$ cat config.mk
export PLATFORM = sky130hd
export DESIGN_NAME = agb_queue
export DESIGN_NICKNAME = d
export VERILOG_FILES = /design/src/rtl/core/agb_pkg.sv /design/src/rtl/core/agb_queue.sv
export SDC_FILE = /design/constraint.sdc
export NUM_CORES = 1
export LEC_CHECK = 0
export ABC_AREA = 0
export BUFFER_PORTS_ARGS = -buffer_cell sky130_fd_sc_hd__buf_2
export CAP_MARGIN = 20
export CELL_PAD_IN_SITES_DETAIL_PLACEMENT = 0
export CELL_PAD_IN_SITES_GLOBAL_PLACEMENT = 1
export CORE_UTILIZATION = 30
export DETAILED_ROUTE_END_ITERATION = 6
export GPL_TIMING_DRIVEN = 0
export PLACE_DENSITY_LB_ADDON = 0.1
export SETUP_SLACK_MARGIN = 0.02
export SYNTH_ARGS = -nofsm -noshare
export SYNTH_HDL_FRONTEND = slang
export SYNTH_SLANG_ARGS = --single-unit
$ cat constraint.sdc
create_clock -name clk -period 4.4 [get_ports clk]
set_clock_uncertainty 0.05 [all_clocks]
set_input_delay 1.32 -clock clk [delete_from_list [all_inputs] [get_ports clk]]
set_output_delay 1.32 -clock clk [all_outputs]
set_load 0.01 [all_outputs]
$ cat src/rtl/core/agb_pkg.sv
// ============================================================================
// agb_pkg
// Shared types and constants of the adaptive gamma binarizer.
// ============================================================================
`default_nettype none

package agb_pkg;

    // Widths of the fields and registers.
    localparam int VALUE_W = 16;
    localparam int CNT_W   = 16;
    localparam int INC_W   = 8;
    localparam int NORM_W  = 16;
    localparam int INIT_W  = 8;
    localparam int APB_DW  = 32;
    localparam int APB_AW  = 4;

    // Register indexes on the configuration port (paddr[3:2]).
    localparam logic [1:0] REG_INCREMENT = 2'd0;
    localparam logic [1:0] REG_NORM      = 2'd1;
    localparam logic [1:0] REG_INIT      = 2'd2;

    // Decision queue between front and back.
    localparam int QUEUE_DEPTH = 4;
    localparam int QUEUE_PTR_W = 2;
    localparam int QUEUE_CNT_W = 3;

    // Flags that travel with each decision.
    typedef struct packed {
        logic dbit;
        logic last;
        logic err;
    } dec_flags_t;

    localparam int FLAGS_W = $bits(dec_flags_t);

    typedef enum logic [3:0] {
        F_IDLE = 4'b0001,
        F_SIGN = 4'b0010,
        F_LEN  = 4'b0100,
        F_SUF  = 4'b1000
    } front_state_t;

endpackage

`default_nettype wire

$ cat src/rtl/core/agb_queue.sv
// ============================================================================
// agb_queue
// Short register FIFO that decouples the decision front from the back.
// ============================================================================
`default_nettype none

module agb_queue
    import agb_pkg::*;
#(
    parameter int WIDTH = 16
) (
    input  wire logic             clk,
    input  wire logic             rst_n,
    input  wire logic             push,
    input  wire logic [WIDTH-1:0] push_data,
    output logic                  full,
    input  wire logic             pop,
    output logic                  vld,
    output logic      [WIDTH-1:0] data
);

    logic [WIDTH-1:0]       slot_reg [QUEUE_DEPTH];
    logic [QUEUE_PTR_W-1:0] head_reg, head_next;
    logic [QUEUE_PTR_W-1:0] tail_reg, tail_next;
    logic [QUEUE_CNT_W-1:0] cnt_reg, cnt_next;

    assign full = (cnt_reg == QUEUE_CNT_W'(QUEUE_DEPTH));
    assign vld  = (cnt_reg != '0);
    assign data = slot_reg[head_reg];

    always_comb
    begin
        head_next = head_reg;
        tail_next = tail_reg;
        cnt_next  = cnt_reg;
        if (push)
        begin
            tail_next = tail_reg + QUEUE_PTR_W'(1);
        end
        if (pop)
        begin
            head_next = head_reg + QUEUE_PTR_W'(1);
        end
        if (push && !pop)
        begin
            cnt_next = cnt_reg + QUEUE_CNT_W'(1);
        end
        else if (pop && !push)
        begin
            cnt_next = cnt_reg - QUEUE_CNT_W'(1);
        end
    end

    always_ff @(posedge clk or negedge rst_n)
    begin
        if (!rst_n)
        begin
            head_reg <= '0;
            tail_reg <= '0;
            cnt_reg  <= '0;
        end
        else
        begin
            head_reg <= head_next;
            tail_reg <= tail_next;
            cnt_reg  <= cnt_next;
        end
    end

    always_ff @(posedge clk)
    begin
        if (push)
        begin
            slot_reg[tail_reg] <= push_data;
        end
    end

endmodule

`default_nettype wire

# After elaboration in Yosys (flattened, before gate mapping)
# Memory sizes are Yosys's and may differ from the RTL's.
# Cells that the tools add are included.
[op_classes]
n_reduce_logical = 6
n_eq_ne = 1
n_mux = 4
n_addsub = 4
[op_table]
columns = ["operator", "count"]
rows = [
  ["3-bit 2-to-1 mux", 2],
  ["2-bit by 1-bit adder with 2-bit output, second input constant", 2],
  ["3-bit by 1-bit adder with 3-bit output, second input constant", 1],
  ["3-bit equality test, second input constant", 1],
  ["3-bit nonzero test", 1],
  ["3-bit by 1-bit subtractor with 3-bit output, second input constant", 1],
  ["1-bit logical AND", 2],
  ["1-bit logical NOT", 2],
  ["1-bit 2-to-1 mux", 2],
  ["2-bit nonzero test", 1],
]
[word_totals]
mem_count = 1
in_bits = 20
ram_bits = 64
register_bits = 7
[memory_table]
columns = ["memory", "words", "width", "rd", "rd_ports_with_merged_regs", "wr", "line", "rtl"]
rows = [
  ["slot_reg", 4, 16, 1, 0, 1, "agb_queue.sv:22", "logic [WIDTH-1:0] slot_reg [QUEUE_DEPTH];"],
]

# Longest topological paths before layout
[depth]
word_depth = 4
depth_mapped = 7

# Worst setup path before layout
# Ideal clock, no wire load.
[synth_timing]
kind = "register to output"
start = "register head_reg[0]"
end = "output port data[0]"
path_stages_with_launch = 4
required_ns = 3.030
n_path_buf = 2
setup_slack_ns = 1.901
t_arrival_ns = 1.129
cell_sequence = "dfrtp_1 buf_6 buf_12 mux4_2"
[synth_via]
elab_chain_len = 1
[synth_rtl]
columns = ["item", "line", "rtl"]
rows = [
  ["start, declared", "agb_queue.sv:23", "logic [QUEUE_PTR_W-1:0] head_reg, head_next;"],
  ["start signal, assigned", "agb_queue.sv:64", "head_reg <= head_next;"],
  ["memory read 4 x 16 bit", "n/a", ""],
  ["end, declared", "agb_queue.sv:19", "output logic [WIDTH-1:0] data"],
]
# No other way between the ends.

# Final worst setup path
[layout_timing]
start = "register head_reg[1]"
end = "output port data[9]"
# Same word-level chain as after synthesis.

==> results.py <==
metrics = {
    "logic_synthesis": {
        "async_reset_ff_share_pct": 9.859,
        "synth_edf_count": 64,
        "yosysTopAreaCellShare_pct": 70.01,
        "yosysTopAreaCell": "edfxtp_1",
        "synth_fp_nets": 144,
        "synth_area_um2": 2745,
        "ys_top_cells_by_area": "edfxtp_1 (70%), mux4_1 (7.7%), mux4_2 (6.6%)",
        "ys_ff_latch": 71,
        "synth.distinct_cells": 19,
        "yosys-top-cells-count": "edfxtp_1 (64), mux4_1 (8), mux4_2 (8)",
        "yosysSeqAreaShare_pct": 76.39,
        "yosysWarnings": 0,
        "synth.most_common_cell": "edfxtp_1",
        "syn-instance-count": 118,
        "avgSynthCellArea_um2": 23.26,
        "synth_flop_cell": "edfxtp_1",
    },
    "clocking": {
        "cts_setup_buffers": 0,
        "cts_num_sinks": 71,
        "cts_buffer_depth": 2,
        "cts_resized": 0,
        "clock-root-buffer": "clkbuf_8",
        "numCtsBuffers": 9,
        "holdBufCountCts": 0,
        "path_clk_slew_ns": 0.07,
        "cts_tree": "yes",
        "insertion_delay_ns": 0.33,
        "ctsHtreeMaxLevel": 3,
    },
    "route": {
        "wl_um": 4748,
        "first_pass_iters": 6,
        "drt_first_iter_violations": 62,
        "wire_per_inst_um": 17.02,
        "ant_nets": 0,
        "vias": 1230,
        "via_per_inst": 4.409,
        "drc": 3,
    },
    "layout": {
        "largest_reg_flops": 64,
        "nets": 192,
        "layout-drive-gt1-share_pct": 38.01,
        "seqCellArea_um2": 2097,
        "multi_input_area_um2": 591.8,
        "syn2layout_area_growth_pct": 20.28,
        "antenna_cells": 0,
        "fillers": 823,
    },
    "run": {
        "max_cap_viol_count": 0,
    },
    "floorplanning": {
        "fp.coreArea_um2": 8806,
        "rows": 34,
        "initial_utilization_pct": 31.17,
        "die_area_um2": 9537,
        "die_height_um": 97.66,
        "die_w_um": 97.66,
        "io_pins": 38,
    },
    "power": {
        "power_density_nw_per_um2": 655.1,
        "ir_drop_mv": 0.2181,
        "p_leak_nw": 1.205,
    },
    "placement": {
        "port_buffers": 37,
        "place_hpwl_um": 2958,
        "place_congestion": 0.6177,
        "pre_cts_slack_ns": 1.598,
    },
    "global_routing": {
        "grtUsageTotal_pct": 11.21,
        "grt_max_degree": 17,
        "grt_pass1_wl_um": 7679,
        "grt_pass1_vias": 1398,
        "gr-total-overflow": 0,
        "antenna_found_initial": 0,
    },
    "worst_setup_path": {
        "crit_cells": 4,
        "endpoint_kind": "output pin",
        "arrival_ns": 1.74,
        "path_buf_inv": 3,
        "cp-start-kind": "register",
        "required_ns": 3.03,
        "crit_path_cell_trace": "buf_2 -> buf_2 -> mux4_1 -> buf_2",
        "cpMaxStageDelayCell": "mux4_1",
        "worst_path_most_repeated_cell": "buf_2",
        "crit_family": "buffers and inverters",
        "slowest_delay_ns": 0.36,
        "crit_type": "reg2out",
        "path_max_fanout": 10,
        "ff2ff_path_depth": 3,
    },
    "timing": {
        "hold_violations": 0,
        "tightest_slew_ns": 0.9163,
        "clock.fmax_mhz": 321.4,
        "slew_headroom_pct": 38.91,
        "rsz0062_at_grt": "no",
        "finalSetupViolCount": 0,
        "setup_tns_ns": 0,
        "setup_slack_ns": 1.289,
        "fin_crit_sh_pct": 70.71,
        "maxSlewViolCount": 0,
        "fin_crit_ns": 3.111,
    },
    "run_status": {
        "failed_checks": "design-rule violations",
        "status": "finished with violations",
    },
    "worst_hold_path": {
        "hp-class": "reg2reg",
        "holdPathStages": 1,
    },
}
## through the flow
stage / util (%) / hold WS, ns / cell area [um2] / power [mW] / cells
after floorplan: - / 0.3991 / 2745 / 1.367 / 118
after global placement: 34.81 / 0.4149 / 3065 / 1.571 / 263
after detailed placement: 34.81 / 0.4300 / 3065 / 1.601 / 263
after CTS: 37.50 / 0.4453 / 3302 / 2.210 / 279
after global routing: 37.50 / 0.4616 / 3302 / 2.292 / 279
final: 37.50 / 0.4371 / 3302 / 2.163 / 279
## final timing paths
check / from / endpoint / slack (ns)
max: head_reg[1]$_DFFE_PN0P_ / data[9] / 1.29
min: cnt_reg[2]$_DFFE_PN0P_ / cnt_reg[2]$_DFFE_PN0P_ / 0.44
max reg2reg: tail_reg[1]$_DFFE_PN0P_ / slot_reg[1][9]$_DFFE_PP_ / 2.60
min reg2reg: cnt_reg[2]$_DFFE_PN0P_ / cnt_reg[2]$_DFFE_PN0P_ / 0.44
max in group asynchronous: rst_n / tail_reg[1]$_DFFE_PN0P_ / 3.36
min in group asynchronous: rst_n / cnt_reg[0]$_DFFE_PN0P_ / 0.77
## kinds of logic (layout without fill, tap and decap cells)
kind of cell               count (synthesis)  in the layout  share of synthesized area (%)
AOI/OAI and AO/OA                          1              1                         0.1821
xor gates and xnor gates                   6              6                          1.914
adders and majority gates                  6              6                          3.008
buffers and inverters                      8             61                          2.051
DFF                                       71             71                          76.39
muxes                                     17             17                          14.63
and+or+nand+nor                            9              9                          1.823
## layer usage
| metal | routed length [um] | GRT usage, % | vias to the layer above |
|---|---|---|---|
| met2 | 2416 | 17.79 | 26 |
| met1 | 2073 | 13.93 | 625 |
| met4 | 75 | 5.594 | 0 |
| met5 | 0 | 0 | - |
| met3 | 183 | 3.381 | 5 |
| li1 | - | - | 574 |
## power breakdown
group / leakage, nW / total, mW / internal [mW] / switching [mW]
clock network: 0.120 / 0.604 / 0.376 / 0.228
logic: 0.415 / 0.616 / 0.297 / 0.319
registers: 0.670 / 0.943 / 0.894 / 0.0487
total: 1.21 / 2.16 / 1.57 / 0.596
## cell type report
class,count,share of cell area (%)
clock buffers,10,3.865
repair buffers,37,5.608
multi-input cells,39,17.92
inverters,4,0.4547
plain buffers,4,1.250
clock inverters,6,3.297
well taps,108,4.092
flip-flops and latches,71,63.51
## worst register-to-register path: cells and delay by family (launching register included)
family        cells  cell delay [ns]
simple gates      1             0.72
flops             1             0.40
fa+ha+maj         1             0.14
buf+inv           1             0.11
## layout by cell type (no fill, tap or decap)
cell	n
and2_1	4
buf_12	1
buf_2	39
buf_6	1
bufinv_16	3
clkbuf_1	1
clkbuf_8	9
clkinv_2	2
clkinv_4	1
dfrtp_1	7
edfxtp_1	64
fa_1	1
ha_1	5
inv_1	4
mux2_2	1
mux4_1	8
mux4_2	8
nand2_1	2
nor2_1	1
nor3b_1	1
o21ai_0	1
or3_1	1
xnor2_1	2
xor2_1	4
Note: power is estimated with default switching activity, not from simulation.
