[config.mk]
export PLATFORM = sky130hd
export DESIGN_NAME = agb_front
export DESIGN_NICKNAME = d
export VERILOG_FILES = /design/src/rtl/core/agb_pkg.sv /design/src/rtl/core/agb_front.sv
export SDC_FILE = /design/constraint.sdc
export NUM_CORES = 1
export LEC_CHECK = 0
export ABC_AREA = 1
export BUFFER_PORTS_ARGS = -buffer_cell sky130_fd_sc_hd__buf_2
export CAP_MARGIN = 30
export CELL_PAD_IN_SITES_DETAIL_PLACEMENT = 1
export CELL_PAD_IN_SITES_GLOBAL_PLACEMENT = 1
export CORE_ASPECT_RATIO = 1.2
export CORE_MARGIN = 5
export CORE_UTILIZATION = 46
export CTS_CLUSTER_DIAMETER = 40
export DETAILED_ROUTE_END_ITERATION = 10
export PLACE_DENSITY_LB_ADDON = 0.1
export SLEW_MARGIN = 20
export SYNTH_ARGS = -nofsm -noshare
export SYNTH_HDL_FRONTEND = slang
export SYNTH_SLANG_ARGS = --single-unit
export TNS_END_PERCENT = 5
[constraint.sdc]
create_clock -name clk -period 3.79 [get_ports clk]
set_clock_uncertainty 0.1 [all_clocks]
set_input_delay 0 -clock clk [delete_from_list [all_inputs] [get_ports clk]]
set_output_delay 0 -clock clk [all_outputs]
set_load 0.05 [all_outputs]
[src/rtl/core/agb_pkg.sv]
// ============================================================================
// agb_pkg
// Shared types and constants of the adaptive gamma binarizer.
// ============================================================================
`default_nettype none

package agb_pkg;

    // Widths of the fields and registers.
    localparam int VALUE_W = 16;
    localparam int CNT_W   = 16;
    localparam int INC_W   = 8;
    localparam int NORM_W  = 16;
    localparam int INIT_W  = 8;
    localparam int APB_DW  = 32;
    localparam int APB_AW  = 4;

    // Register indexes on the configuration port (paddr[3:2]).
    localparam logic [1:0] REG_INCREMENT = 2'd0;
    localparam logic [1:0] REG_NORM      = 2'd1;
    localparam logic [1:0] REG_INIT      = 2'd2;

    // Decision queue between front and back.
    localparam int QUEUE_DEPTH = 4;
    localparam int QUEUE_PTR_W = 2;
    localparam int QUEUE_CNT_W = 3;

    // Flags that travel with each decision.
    typedef struct packed {
        logic dbit;
        logic last;
        logic err;
    } dec_flags_t;

    localparam int FLAGS_W = $bits(dec_flags_t);

    typedef enum logic [3:0] {
        F_IDLE = 4'b0001,
        F_SIGN = 4'b0010,
        F_LEN  = 4'b0100,
        F_SUF  = 4'b1000
    } front_state_t;

endpackage

`default_nettype wire

[src/rtl/core/agb_front.sv]
// ============================================================================
// agb_front
// Accepts a value, classifies it and walks its decisions, one per cycle while
// the queue has room, pushing decision bit, flags and context index into the queue.
// ============================================================================
`default_nettype none

module agb_front
    import agb_pkg::*;
#(
    parameter int MAX_LEN  = 8,
    parameter int CONTEXTS = 2048,
    localparam int IW      = $clog2(CONTEXTS),
    localparam int LW      = $clog2(MAX_LEN + 1)
) (
    input  wire logic                      clk,
    input  wire logic                      rst_n,
    input  wire logic                      value_valid,
    output logic                           value_stall,
    input  wire logic signed [VALUE_W-1:0] value,
    input  wire logic                      clearing,
    input  wire logic                      push_full,
    output logic                           push,
    output dec_flags_t                     push_flags,
    output logic             [IW-1:0]      push_idx
);

    localparam int                MAG_W  = VALUE_W - 1;
    localparam int                STP_W  = IW + 3;
    localparam logic [STP_W-1:0]  C_ONE  = STP_W'(CONTEXTS);
    localparam logic [STP_W-1:0]  C_TWO  = STP_W'(2 * CONTEXTS);

    front_state_t       state_reg, state_next;
    logic               sgn_reg, sgn_next;
    logic [MAG_W-1:0]   mag_reg, mag_next;
    logic               err_reg, err_next;
    logic [LW-1:0]      len_reg, len_next;
    logic [LW-1:0]      k_reg, k_next;
    logic [LW-1:0]      rem_reg, rem_next;
    logic [IW-1:0]      idx_reg, idx_next;
    logic [IW-1:0]      sbm_reg, sbm_next;
    logic [MAX_LEN-1:0] suf_reg, suf_next;

    logic               sgn_in;
    logic [MAG_W-1:0]   mag_in;
    logic [VALUE_W-1:0] t_in;
    logic [3:0]         len_in;
    logic [MAG_W-1:0]   enc_full;
    logic [MAX_LEN-1:0] enc_aligned;
    logic [STP_W-1:0]   stp;
    logic [IW-1:0]      suf_idx_next;
    logic [IW-1:0]      len_idx_next;

    // Context index tables, reduced modulo the store depth at elaboration.
    logic [IW-1:0] base_tab [2];
    logic [IW-1:0] sufb_tab [2][MAX_LEN + 1];

    genvar gs, gl;
    generate
        for (gs = 0; gs < 2; gs++)
        begin : g_sign
            localparam int BASE = 1 + gs * ((1 << (MAX_LEN + 1)) - 1);
            assign base_tab[gs] = IW'(BASE % CONTEXTS);
            for (gl = 0; gl <= MAX_LEN; gl++)
            begin : g_len
                localparam int SUFB = BASE + MAX_LEN + 1 + (1 << gl) - 1 - gl;
                assign sufb_tab[gs][gl] = IW'(SUFB % CONTEXTS);
            end
        end
    endgenerate

    assign value_stall = (state_reg != F_IDLE) || clearing;

    // Classify: sign, magnitude and prefix length of the incoming value.
    always_comb
    begin
        sgn_in = value[VALUE_W-1];
        mag_in = sgn_in ? ~value[MAG_W-1:0] : value[MAG_W-1:0];
        t_in   = {1'b0, mag_in} + VALUE_W'(1);
        len_in = '0;
        for (int i = 0; i < VALUE_W; i++)
        begin
            if (t_in[i])
            begin
                len_in = 4'(i);
            end
        end
    end

    // Suffix bits, left aligned so the next one is always the top bit.
    always_comb
    begin
        enc_full    = mag_reg - ((MAG_W'(1) << len_reg) - MAG_W'(1));
        enc_aligned = enc_full[MAX_LEN-1:0] << (LW'(MAX_LEN) - len_reg);
    end

    // Next suffix node: 2*idx + 1 + bit - sufbase, brought back into range.
    always_comb
    begin
        stp = {2'b00, idx_reg, 1'b0} + STP_W'(1) + STP_W'(suf_reg[MAX_LEN-1])
              - {3'b000, sbm_reg};
        if (stp[STP_W-1])
        begin
            suf_idx_next = IW'(stp + C_ONE);
        end
        else if (stp >= C_TWO)
        begin
            suf_idx_next = IW'(stp - C_TWO);
        end
        else if (stp >= C_ONE)
        begin
            suf_idx_next = IW'(stp - C_ONE);
        end
        else
        begin
            suf_idx_next = IW'(stp);
        end
    end

    assign len_idx_next = (idx_reg == IW'(CONTEXTS - 1)) ? '0 : idx_reg + IW'(1);

    always_comb
    begin
        state_next = state_reg;
        sgn_next   = sgn_reg;
        mag_next   = mag_reg;
        err_next   = err_reg;
        len_next   = len_reg;
        k_next     = k_reg;
        rem_next   = rem_reg;
        idx_next   = idx_reg;
        sbm_next   = sbm_reg;
        suf_next   = suf_reg;
        push       = 1'b0;
        push_flags = '0;
        push_idx   = idx_reg;

        unique case (state_reg)
            F_IDLE:
            begin
                if (value_valid && !value_stall)
                begin
                    sgn_next   = sgn_in;
                    mag_next   = mag_in;
                    err_next   = (len_in > 4'(MAX_LEN));
                    len_next   = LW'(len_in);
                    state_next = F_SIGN;
                end
            end
            F_SIGN:
            begin
                if (!push_full)
                begin
                    push     = 1'b1;
                    push_idx = '0;
                    if (err_reg)
                    begin
                        push_flags = '{dbit: 1'b0, last: 1'b1, err: 1'b1};
                        state_next = F_IDLE;
                    end
                    else
                    begin
                        push_flags = '{dbit: sgn_reg, last: 1'b0, err: 1'b0};
                        idx_next   = base_tab[sgn_reg];
                        k_next     = '0;
                        suf_next   = enc_aligned;
                        state_next = F_LEN;
                    end
                end
            end
            F_LEN:
            begin
                if (!push_full)
                begin
                    push = 1'b1;
                    if (k_reg == len_reg)
                    begin
                        push_flags = '{dbit: 1'b1, last: (len_reg == '0), err: 1'b0};
                        idx_next   = sufb_tab[sgn_reg][len_reg];
                        sbm_next   = sufb_tab[sgn_reg][len_reg];
                        rem_next   = len_reg;
                        state_next = (len_reg == '0) ? F_IDLE : F_SUF;
                    end
                    else
                    begin
                        push_flags = '{dbit: 1'b0, last: 1'b0, err: 1'b0};
                        idx_next   = len_idx_next;
                        k_next     = k_reg + LW'(1);
                    end
                end
            end
            F_SUF:
            begin
                if (!push_full)
                begin
                    push       = 1'b1;
                    push_flags = '{dbit: suf_reg[MAX_LEN-1], last: (rem_reg == LW'(1)),
                                   err: 1'b0};
                    idx_next   = suf_idx_next;
                    suf_next   = suf_reg << 1;
                    rem_next   = rem_reg - LW'(1);
                    if (rem_reg == LW'(1))
                    begin
                        state_next = F_IDLE;
                    end
                end
            end
            default:
            begin
                state_next = F_IDLE;
            end
        endcase
    end

    always_ff @(posedge clk or negedge rst_n)
    begin
        if (!rst_n)
        begin
            state_reg <= F_IDLE;
        end
        else
        begin
            state_reg <= state_next;
        end
    end

    always_ff @(posedge clk)
    begin
        sgn_reg <= sgn_next;
        mag_reg <= mag_next;
        err_reg <= err_next;
        len_reg <= len_next;
        k_reg   <= k_next;
        rem_reg <= rem_next;
        idx_reg <= idx_next;
        sbm_reg <= sbm_next;
        suf_reg <= suf_next;
    end

endmodule

`default_nettype wire

; After elaboration in Yosys (flattened, before gate mapping)
; Cells that the tools add are included.
[op_classes]
shifts = 2
addsub = 13
order_cmp = 5
eq_ne = 16
n_mux = 67
n_reduce_logical = 16
n_bitwise = 4
[ops]
columns = cell, n
row1 = 99-bit two-way mux, 2
row2 = 11-bit two-way mux, 15
row3 = 4-bit two-way mux, 26
row4 = 98-bit two-way mux, 1
row5 = 11-bit binary-select mux with 4-bit select, 1
row6 = 11-bit case mux with 3 select lines, 1
row7 = 8-bit two-way mux, 3
row8 = 11-bit by 1-bit adder with 11-bit output (second input constant), 2
row9 = 11-bit by 1-bit subtractor with 11-bit output (second input constant), 2
row10 = 3-bit two-way mux, 6
row11 = 15-bit by 1-bit adder with 16-bit output (second input constant), 1
row12 = 2-bit != test (second input constant), 8
row13 = 4-bit case mux with 2 select lines, 2
row14 = 4-bit case mux with 4 select lines, 1
row15 = 8-bit case mux with 2 select lines, 1
row16 = 15-bit two-way mux, 1
row17 = 15-bit NOT, 1
row18 = 13-bit by 1-bit adder with 14-bit output, 1
row19 = 14-bit by 12-bit >= comparator with 1-bit output (second input constant), 1
row20 = 14-bit by 13-bit >= comparator with 1-bit output (second input constant), 1
row21 = 14-bit by 11-bit subtractor with 14-bit output, 1
row22 = 12-bit by 1-bit adder with 13-bit output (second input constant), 1
row23 = 11-bit == test (second input constant), 1
row24 = 10-bit two-way mux, 1
row25 = other kinds (34), 42
[word_totals]
regBits = 56
output_inout_bits = 16

; Longest topological paths before layout
; Gate-level depths: netlist (run 1).
[depth]
depth_word = 19
mapped_depth = 23
depth_no_buf = 22

; Least setup slack after synthesis (run 1)
; OpenSTA, ideal clock, no wires.
[synth_path]
path_type = flip-flop to flip-flop
from = register len_reg[0]
to = register suf_reg[7] (data pin)
synth_period_minus_slack_ns = 3.478
setup_ns = 0.256
arrival_ns = 3.121
path_stages_with_launch = 19
path_slack_ns = 0.312
path_cell_list = edfxtp_1 -> buf_2 -> inv_1 -> clkbuf_1 -> ha_1 -> ha_1 -> nand2_1 -> ha_1 -> ha_1 -> fa_1 -> a21oi_1 -> o21bai_1 -> nand2_1 -> nand2_1 -> a21oi_1 -> xnor2_1 -> o21ai_0 -> o21ai_0 -> a22o_1
[synth_between]
elab_chain_cells = 7
[synth_rtl]
columns = element, line_no
row1 = start: declaration, agb_front.sv:37  ; logic [LW-1:0] len_reg, len_next;
row2 = start signal: assignment, agb_front.sv:232  ; len_reg <= len_next;
row3 = 1-bit by 4-bit left shift with 8-bit output, agb_front.sv:93  ; enc_full = mag_reg - ((MAG_W'(1) << len_reg) - MAG_W'(1));
row4 = 8-bit by 1-bit subtractor with 8-bit output, agb_front.sv:93
row5 = 8-bit subtractor, agb_front.sv:93
row6 = 8-bit by 4-bit left shift with 8-bit output *, agb_front.sv:94  ; enc_aligned = enc_full[MAX_LEN-1:0] << (LW'(MAX_LEN) - len_reg);
row7 = 8-bit two-way mux *, agb_front.sv:156  ; if (err_reg)
row8 = 8-bit two-way mux *, agb_front.sv:152  ; if (!push_full)
row9 = 8-bit case mux with 2 select lines *, agb_front.sv:138  ; unique case (state_reg)
row10 = named net suf_next[7], agb_front.sv:42  ; logic [MAX_LEN-1:0] suf_reg, suf_next;
row11 = end signal: assignment, agb_front.sv:237  ; suf_reg <= suf_next;
row12 = end: declaration, agb_front.sv:42
; Mark *: on every way through the listed nets, which the timed path passes. The rest lies on a longest branch. The select of a mux whose other input is x is not followed.
; A chain may end at the register's enable or synchronous reset.

; Worst setup path in the final report (run 1)
[layout_path]
from = register len_reg[2]
to = register suf_reg[7] (data pin)
; Same word-level chain as after synthesis.

==> results.cfg, run 1 <==
[synth]
synth_top_cell_by_area = edfxtp_1
avgSynthCellArea_um2 = 7.88
synthArstFlopShare = 0.0727
ys_seq_area_frac = 0.352
yosysWarnings = 0
synth_edf_count = 51
ys.flop_type = edfxtp_1
syn_nets = 659
synth_area_leaders = edfxtp_1 (33%), ha_1 (13%), nand2_1 (11%)
synth.distinct_cells = 48
yosysTopAreaCellShare = 0.330
syn_area_mm2 = 0.00464
synthCells = 589
ys_ff_latch = 55

[clocking]
cts_buffers = 5
clock_path_buffers = 2
numClockSinks = 55
cts_tree = yes
cts_root_buf = clkbuf_16
ctsResizeCount = 0
clk_pin_slew_ns = 0.07
clock_latency_ns = 0.30
htreeDepth = 2

[critical_path]
setup.worst_path.class = reg -> reg
start_kind = flop
critPathMaxFanout = 7
crit_path_end_kind = flop
arrival_ns = 3.34
worstPathRequired_ns = 3.75

[global_routing]
grt_use_total = 0.212
grt_pass1_wl_mm = 20.5
grt_start_max_net_pins = 18
antenna_found_initial = 0
grt_pass1_vias = 4390
grt_overflow = 0

[drt]
remaining_drc_errors = 0
wire_per_inst_um = 16.0
vias = 4029
drt-initial-drc-count = 135
wirelength_mm = 12.3
first_pass_iters = 4
detail-route-antenna-nets = 0
vias_per_cell = 5.24

[finish]
layout_common_cells = nand2_1 (139), inv_1 (97), nor2_1 (61)
antenna_cells = 0
mostFrequentLayoutCell = nand2_1
fin_util = 0.524
layoutNonFillerInstCount = 769
final_area_mm2 = 0.00522
largest_reg_flops = 11
areaGrowthSynthToFinish_pct = 12.4
drive_above_1_share = 0.121
nNetsFinal = 712

[min_path]
holdCritPathClass = in -> reg

[power]
peakVddDrop_uv = 175
p_per_area_mw_per_mm2 = 378
p_leak_nw = 2.46
p_total_mw = 1.97

[timing]
final.min_clock_period_ns = 3.38
worst_pin_slew_ns = 0.546
rsz0062_at_grt = no
period_share = 0.892
holdWs_ns = 0.0102
slew_headroom = 0.634
finalHoldViolCount = 0
setup_ws_ns = 0.409
setup_viol = 0
drv_slew = 0
fmax_mhz = 296
finalSetupTns_ns = 0

[die]
start_util = 0.466
pin_count = 37
core.rowCount = 40
fp.coreArea_mm2 = 0.00996
die_h_um = 120
die_area_mm2 = 0.0122
fp.dieW_um = 102

[placed_design]
placed_area_mm2 = 0.00500
place_worst_setup_slack_ns = 0.326
port_buffers = 36
dpl.hpwl_mm = 10.1
gp_congestion = 0.857
place_inst = 753

[outcome]
status = complete, no violations

[flow_run]
max_cap_viol_count = 0
==> power breakdown <==
| group | total, mW | switching [mW] | leakage, nW | internal, mW |
|---|---|---|---|---|
| sequential | 0.768 | 0.0331 | 0.521 | 0.735 |
| combinational | 0.746 | 0.498 | 1.88 | 0.248 |
| clock | 0.458 | 0.217 | 0.0649 | 0.241 |
| total | 1.97 | 0.748 | 2.46 | 1.22 |
==> cell families (layout without fill, tap and decap cells) <==
family | Yosys count | count (layout) | share of synthesized area
simple gates | 263 | 263 | 0.242
fa+ha+maj | 49 | 49 | 0.135
mux | 1 | 1 | 0.00216
xor+xnor | 35 | 35 | 0.0749
buf+inv | 110 | 164 | 0.0949
flops | 55 | 55 | 0.352
compound gates | 76 | 76 | 0.0992
==> synthesized netlist by cell type (3+ instances only) <==
cell type and instances:
o21ai_0 34, nand4_1 4, nand2_2 4, xnor2_1 14
xor2_1 17, nor2_1 61, inv_1 97, nand2_1 139
or2_2 4, nor3_1 12, o21bai_1 3, clkbuf_1 5
o211ai_1 4, a21oi_1 15, nor2_2 3, nand3_1 29
ha_1 47, a32o_1 4, nor2_4 3, edfxtp_1 51
dfrtp_1 3
==> worst max-delay path, stage by stage (launching register included) <==
cell and delay [ns]:
edfxtp_1 0.53, nor2_1 0.35, nand2_1 0.13, ha_1 0.35, ha_1 0.31, a21oi_1 0.15
nor2_1 0.06, nor2_1 0.16, nor2_1 0.07, o21ai_0 0.18, nand2_1 0.09, xnor2_1 0.22
nand2_1 0.08, o21ai_0 0.07, o21ai_0 0.10, a22o_1 0.18
==> layer usage <==
layer / track usage / share of wire / vias to the layer above
met5: 0 / 0 / -
met4: 0.0640 / 0.022 / 0
met3: 0.0297 / 0.029 / 16
met2: 0.415 / 0.57 / 59
met1: 0.228 / 0.38 / 1928
li1: - / - / 2026
==> cell type report <==
class | instances | area (um^2)
Timing Repair Buffer | 55 | 338
Inverter | 101 | 380
Clock inverter | 3 | 15.0
Fill cell | 1261 | 4740
Tap cell | 126 | 158
Clock buffer | 5 | 125
Multi-Input combinational cell | 424 | 2570
Sequential cell | 55 | 1630
==> timing repair <==
action,4_1_cts,5_1_grt
hold buffers,6,0
endpoints found under the hold margin,7,0
setup buffers,0,2
setup endpoints to repair,0,2
==> final timing paths <==
path                       startpoint      endpoint  slack, ns  depth (start not counted)
setup / recovery           len_reg[2]    suf_reg[7]       0.41                         15
min in group asynchronous       rst_n  state_reg[0]       0.07                          2
hold / removal               value[7]    mag_reg[7]       0.01                          3
hold reg to reg            suf_reg[0]    suf_reg[1]       0.45                          2
setup reg to reg           len_reg[2]    suf_reg[7]       0.41                         15
max in group asynchronous       rst_n  state_reg[2]       2.95                          3
(Power assumes the default switching activity.)
==> run 2: changes to the inputs <==
Settings changed: GPL_TIMING_DRIVEN set to 0.
==> results.cfg, run 2 (synthesis results as in run 1) <==
[outcome]
status = complete, no violations

[timing]
final.min_clock_period_ns = 3.59
slew_headroom = 0.480
period_share = 0.947
worst_pin_slew_ns = 0.779
rsz0062_at_grt = yes
drv_slew = 0
finalHoldViolCount = 0
setup_viol = 0
finalSetupTns_ns = 0
fmax_mhz = 279

[critical_path]
critPathMaxFanout = 13
r2r_slack_ns = 0.20
r2r-start = len_reg[0]
setup.worst_path.class = reg -> reg
r2r_end = suf_reg[7]
arrival_ns = 3.55
start_kind = flop
worstPathRequired_ns = 3.75
r2r_cells = 15
crit_path_end_kind = flop

[drt]
drt-initial-drc-count = 120
remaining_drc_errors = 0
vias = 3970
vias_per_cell = 5.17
wirelength_mm = 11.9
wire_per_inst_um = 15.4
first_pass_iters = 5
detail-route-antenna-nets = 0

[clocking]
cts_root_buf = clkbuf_16
cts_buffers = 5
clock_latency_ns = 0.30
cts_tree = yes
clock_path_buffers = 2
numClockSinks = 55
clk_pin_slew_ns = 0.07
htreeDepth = 2

[finish]
mostFrequentLayoutCell = nand2_1
drive_above_1_share = 0.123
largest_reg_flops = 11
fin_util = 0.526
multi_input_comb_area_mm2 = 0.00259
fillers = 1279
nNetsFinal = 711
layout_common_cells = nand2_1 (139), inv_1 (97), nor2_1 (59)
areaGrowthSynthToFinish_pct = 12.9
regArea_mm2 = 0.00163
antenna_cells = 0

[placed_design]
gp_congestion = 0.814
port_buffers = 36
dpl.hpwl_mm = 10.1

[global_routing]
antenna_found_initial = 0
grt_pass1_vias = 4410
grt_pass1_wl_mm = 20.1
grt_use_total = 0.207
grt_overflow = 0
grt_start_max_net_pins = 17

[die]
fp.coreArea_mm2 = 0.00996
core.rowCount = 40
fp.dieW_um = 102
die_area_mm2 = 0.0122
start_util = 0.466
die_h_um = 120
pin_count = 37

[min_path]
hold-path-endpoint = mag_reg[5]
min_from = value[5]
holdCritPathClass = in -> reg
whs_path_depth = 2

[power]
p_leak_nw = 2.45
p_per_area_mw_per_mm2 = 374
peakVddDrop_uv = 189

[flow_run]
max_cap_viol_count = 0
## run 2: changes by cell type in the layout (fill, tap and decap cells not counted), sizes merged
cell         delta
buf             -7
clkbuf          +6
clkinv          -1
dlygate4sd3     +1
## run 2: repair_timing
| item | 4_1_cts | 5_1_grt |
|---|---|---|
| hold buffers | 7 | 0 |
| setup endpoints to repair | 8 | 3 |
| endpoints found under the hold margin | 8 | 0 |
| resized for setup | 4 | 6 |
| setup buffers | 1 | 0 |
## run 2: worst max-delay path by stage
stage               startpoint    endpoint  slack [ns]  depth (start not counted)
floorplan           len_reg[0]  suf_reg[7]        0.31                         18
global placement    len_reg[0]  suf_reg[7]       -0.29                         18
detailed placement  len_reg[0]  suf_reg[7]       -0.40                         18
CTS                 len_reg[0]  suf_reg[7]        0.07                         18
global route        len_reg[0]  suf_reg[7]      -0.009                         18
finish              len_reg[0]  suf_reg[7]        0.20                         15
## run 2: worst max-delay path, stage by stage, from the launching register on
cell      delay [ns]
edfxtp_1        0.39
clkbuf_4        0.20
inv_1           0.10
buf_6           0.17
ha_2            0.22
ha_1            0.18
nand2_1         0.10
ha_1            0.21
ha_1            0.20
fa_1            0.42
xor2_1          0.19
nand2_1         0.06
o21ai_0         0.11
o21ai_0         0.32
o21ai_0         0.15
a22o_1          0.21
## run 2: layer usage
layer / wire, um / GRT usage
met2: 7000 / 0.433
met3: 230 / 0.0262
met4: 104 / 0.0441
met5: 0 / 0
met1: 4520 / 0.207
## run 2: stage by stage
| stage | power [mW] | hold slack, ns | setup slack (ns) | instances | cell area [um^2] |
|---|---|---|---|---|---|
| 2_1_floorplan | 1.31 | -0.396 | 0.312 | 589 | 4640 |
| 3_3_place_gp | 1.46 | -0.297 | -0.292 | 751 | 4980 |
| 3_5_place_dp | 1.50 | -0.293 | -0.396 | 752 | 4990 |
| 4_1_cts | 1.97 | 0.0124 | 0.0739 | 768 | 5220 |
| 5_1_grt | 2.10 | 0.0350 | -0.00908 | 768 | 5240 |
| 6_report | 1.96 | 0.0215 | 0.201 | 768 | 5240 |
## run 2: area by class of cell
class | instances | share of cell area
Buffer | 9 | 0.0134
Clock buffer | 6 | 0.0246
Clock inverter | 2 | 0.00239
Inverter | 101 | 0.0726
Multi-Input combinational cell | 424 | 0.495
Sequential cell | 55 | 0.312
Tap cell | 126 | 0.0301
Timing Repair Buffer | 45 | 0.0506
## run 2: power breakdown
group	total [mW]	switching [mW]	internal [mW]
combinational	0.737	0.487	0.251
sequential	0.766	0.0302	0.735
clock	0.456	0.212	0.245
==> run 3: changes to the inputs <==
Settings changed: REMOVE_ABC_BUFFERS set to 1.
==> results.cfg, run 3 (synthesis results as in run 1) <==
[critical_path]
start_kind = flop
r2r-start = len_reg[1]
r2r_cells = 17
setup.worst_path.class = reg -> reg
crit_path_end_kind = flop
r2r_slack_ns = 0.28
critPathMaxFanout = 9
arrival_ns = 3.47
worstPathRequired_ns = 3.75
r2r_end = suf_reg[7]
cp-startpoint = len_reg[1]

[power]
p_total_mw = 1.98
clockPowerShare = 0.245
p_leak_nw = 2.41
p_sw_mw = 0.757
pwr-share-comb = 0.364
p_per_area_mw_per_mm2 = 382
peakVddDrop_uv = 234
p_seq_frac = 0.392
p_sw_frac = 0.383
internal-power_mw = 1.22

[min_path]
hold-path-endpoint = mag_reg[4]
whs_path_depth = 2
holdCritPathClass = in -> reg
min_from = value[4]

[placed_design]
place_worst_setup_slack_ns = -0.0656
place_inst = 743
gp_congestion = 0.799
dpl.hpwl_mm = 9.84
port_buffers = 36

[finish]
nNetsFinal = 702
areaGrowthSynthToFinish_pct = 11.5
antenna_cells = 0
fillers = 1285
layout_common_cells = nand2_1 (139), inv_1 (96), nor2_1 (58)
layoutNonFillerInstCount = 759
drive_above_1_share = 0.118
largest_reg_flops = 11
mostFrequentLayoutCell = nand2_1
fin_util = 0.519

[global_routing]
grt_pass1_wl_mm = 20.4
antenna_found_initial = 0
grt_start_max_net_pins = 19
grt_use_total = 0.213
grt_pass1_vias = 4291
grt_overflow = 0

[clocking]
clock_latency_ns = 0.30
numClockSinks = 55
cts_root_buf = clkbuf_16
cts_buffers = 5
clock_path_buffers = 2
htreeDepth = 2
clk_pin_slew_ns = 0.08
cts_tree = yes

[die]
die_area_mm2 = 0.0122
core.rowCount = 40
die_h_um = 120
fp.dieW_um = 102
fp.coreArea_mm2 = 0.00996
pin_count = 37
start_util = 0.466

[drt]
first_pass_iters = 4
wire_per_inst_um = 16.2
wirelength_mm = 12.3
vias_per_cell = 5.23
detail-route-antenna-nets = 0
vias = 3967
remaining_drc_errors = 0
drt-initial-drc-count = 122

[timing]
drv_slew = 0
finalHoldViolCount = 0
period_share = 0.925
holdWs_ns = 0.00150
slew_headroom = 0.401
setup_viol = 0
rsz0062_at_grt = no
fmax_mhz = 285
final.min_clock_period_ns = 3.51
worst_pin_slew_ns = 0.898
setup_ws_ns = 0.283

[flow_run]
max_cap_viol_count = 0

[outcome]
status = complete, no violations
run 3: layout make-up:
class                      instances  area [um^2]  share of cell area
tap                              126          158              0.0305
sequential                        55         1630               0.316
inverter                         101          384              0.0742
clock buffer                       5          125              0.0242
multi-input combinational        424         2590               0.500
clock inverter                     3         25.0             0.00484
timing repair buffer              45          263              0.0508
run 3: worst max-delay path by stage:
stage | cells past startpoint | slack, ns | end
after floorplan | 7 | 0.39 | push_flags[2]
after global placement | 16 | -0.02 | suf_reg[7]
after detailed placement | 16 | -0.07 | suf_reg[7]
after CTS | 10 | 0.17 | push_flags[1]
after global routing | 15 | 0.03 | suf_reg[7]
final | 17 | 0.28 | suf_reg[7]
run 3: power groups by stage:
stage	clock network, mW	registers (mW)	logic (mW)
2_1_floorplan	0	0.775	0.523
3_3_place_gp	0	0.789	0.672
3_5_place_dp	0	0.791	0.701
4_1_cts	0.490	0.774	0.722
5_1_grt	0.508	0.780	0.819
6_report	0.484	0.775	0.720
run 3: per-stage QoR:
| stage | setup TNS (ns) | instance area, um^2 |
|---|---|---|
| final | 0 | 5170 |
| after global routing | 0 | 5170 |
| after CTS | 0 | 5160 |
| after detailed placement | -0.0656 | 4930 |
| after global placement | -0.0199 | 4920 |
| after floorplan | 0 | 4580 |
run 3: critical path: stages (launching register included):
cell	delay, ns
edfxtp_1	0.60
inv_1	0.13
ha_1	0.21
inv_1	0.08
nor2_1	0.05
ha_1	0.27
inv_1	0.05
ha_1	0.22
fa_1	0.40
a21oi_1	0.15
o21bai_1	0.11
nand2_1	0.09
nand2_1	0.05
a21oi_1	0.17
xnor2_1	0.09
o21ai_0	0.18
o21ai_0	0.10
a22o_1	0.19
run 3: layer usage:
metal / share of wire / track usage / vias up
met1: 0.41 / 0.235 / 1904
met5: 0 / 0 / -
li1: - / - / 2011
met4: 0.019 / 0.0574 / 0
met2: 0.56 / 0.418 / 37
met3: 0.016 / 0.0221 / 15
run 3: timing repair:
action	in CTS	in global routing
pin swaps	0	0
buffers inserted	1	0
resized for setup	3	2
hold buffers	6	0
endpoints found under the hold margin	7	0
endpoints found under the setup margin	3	3
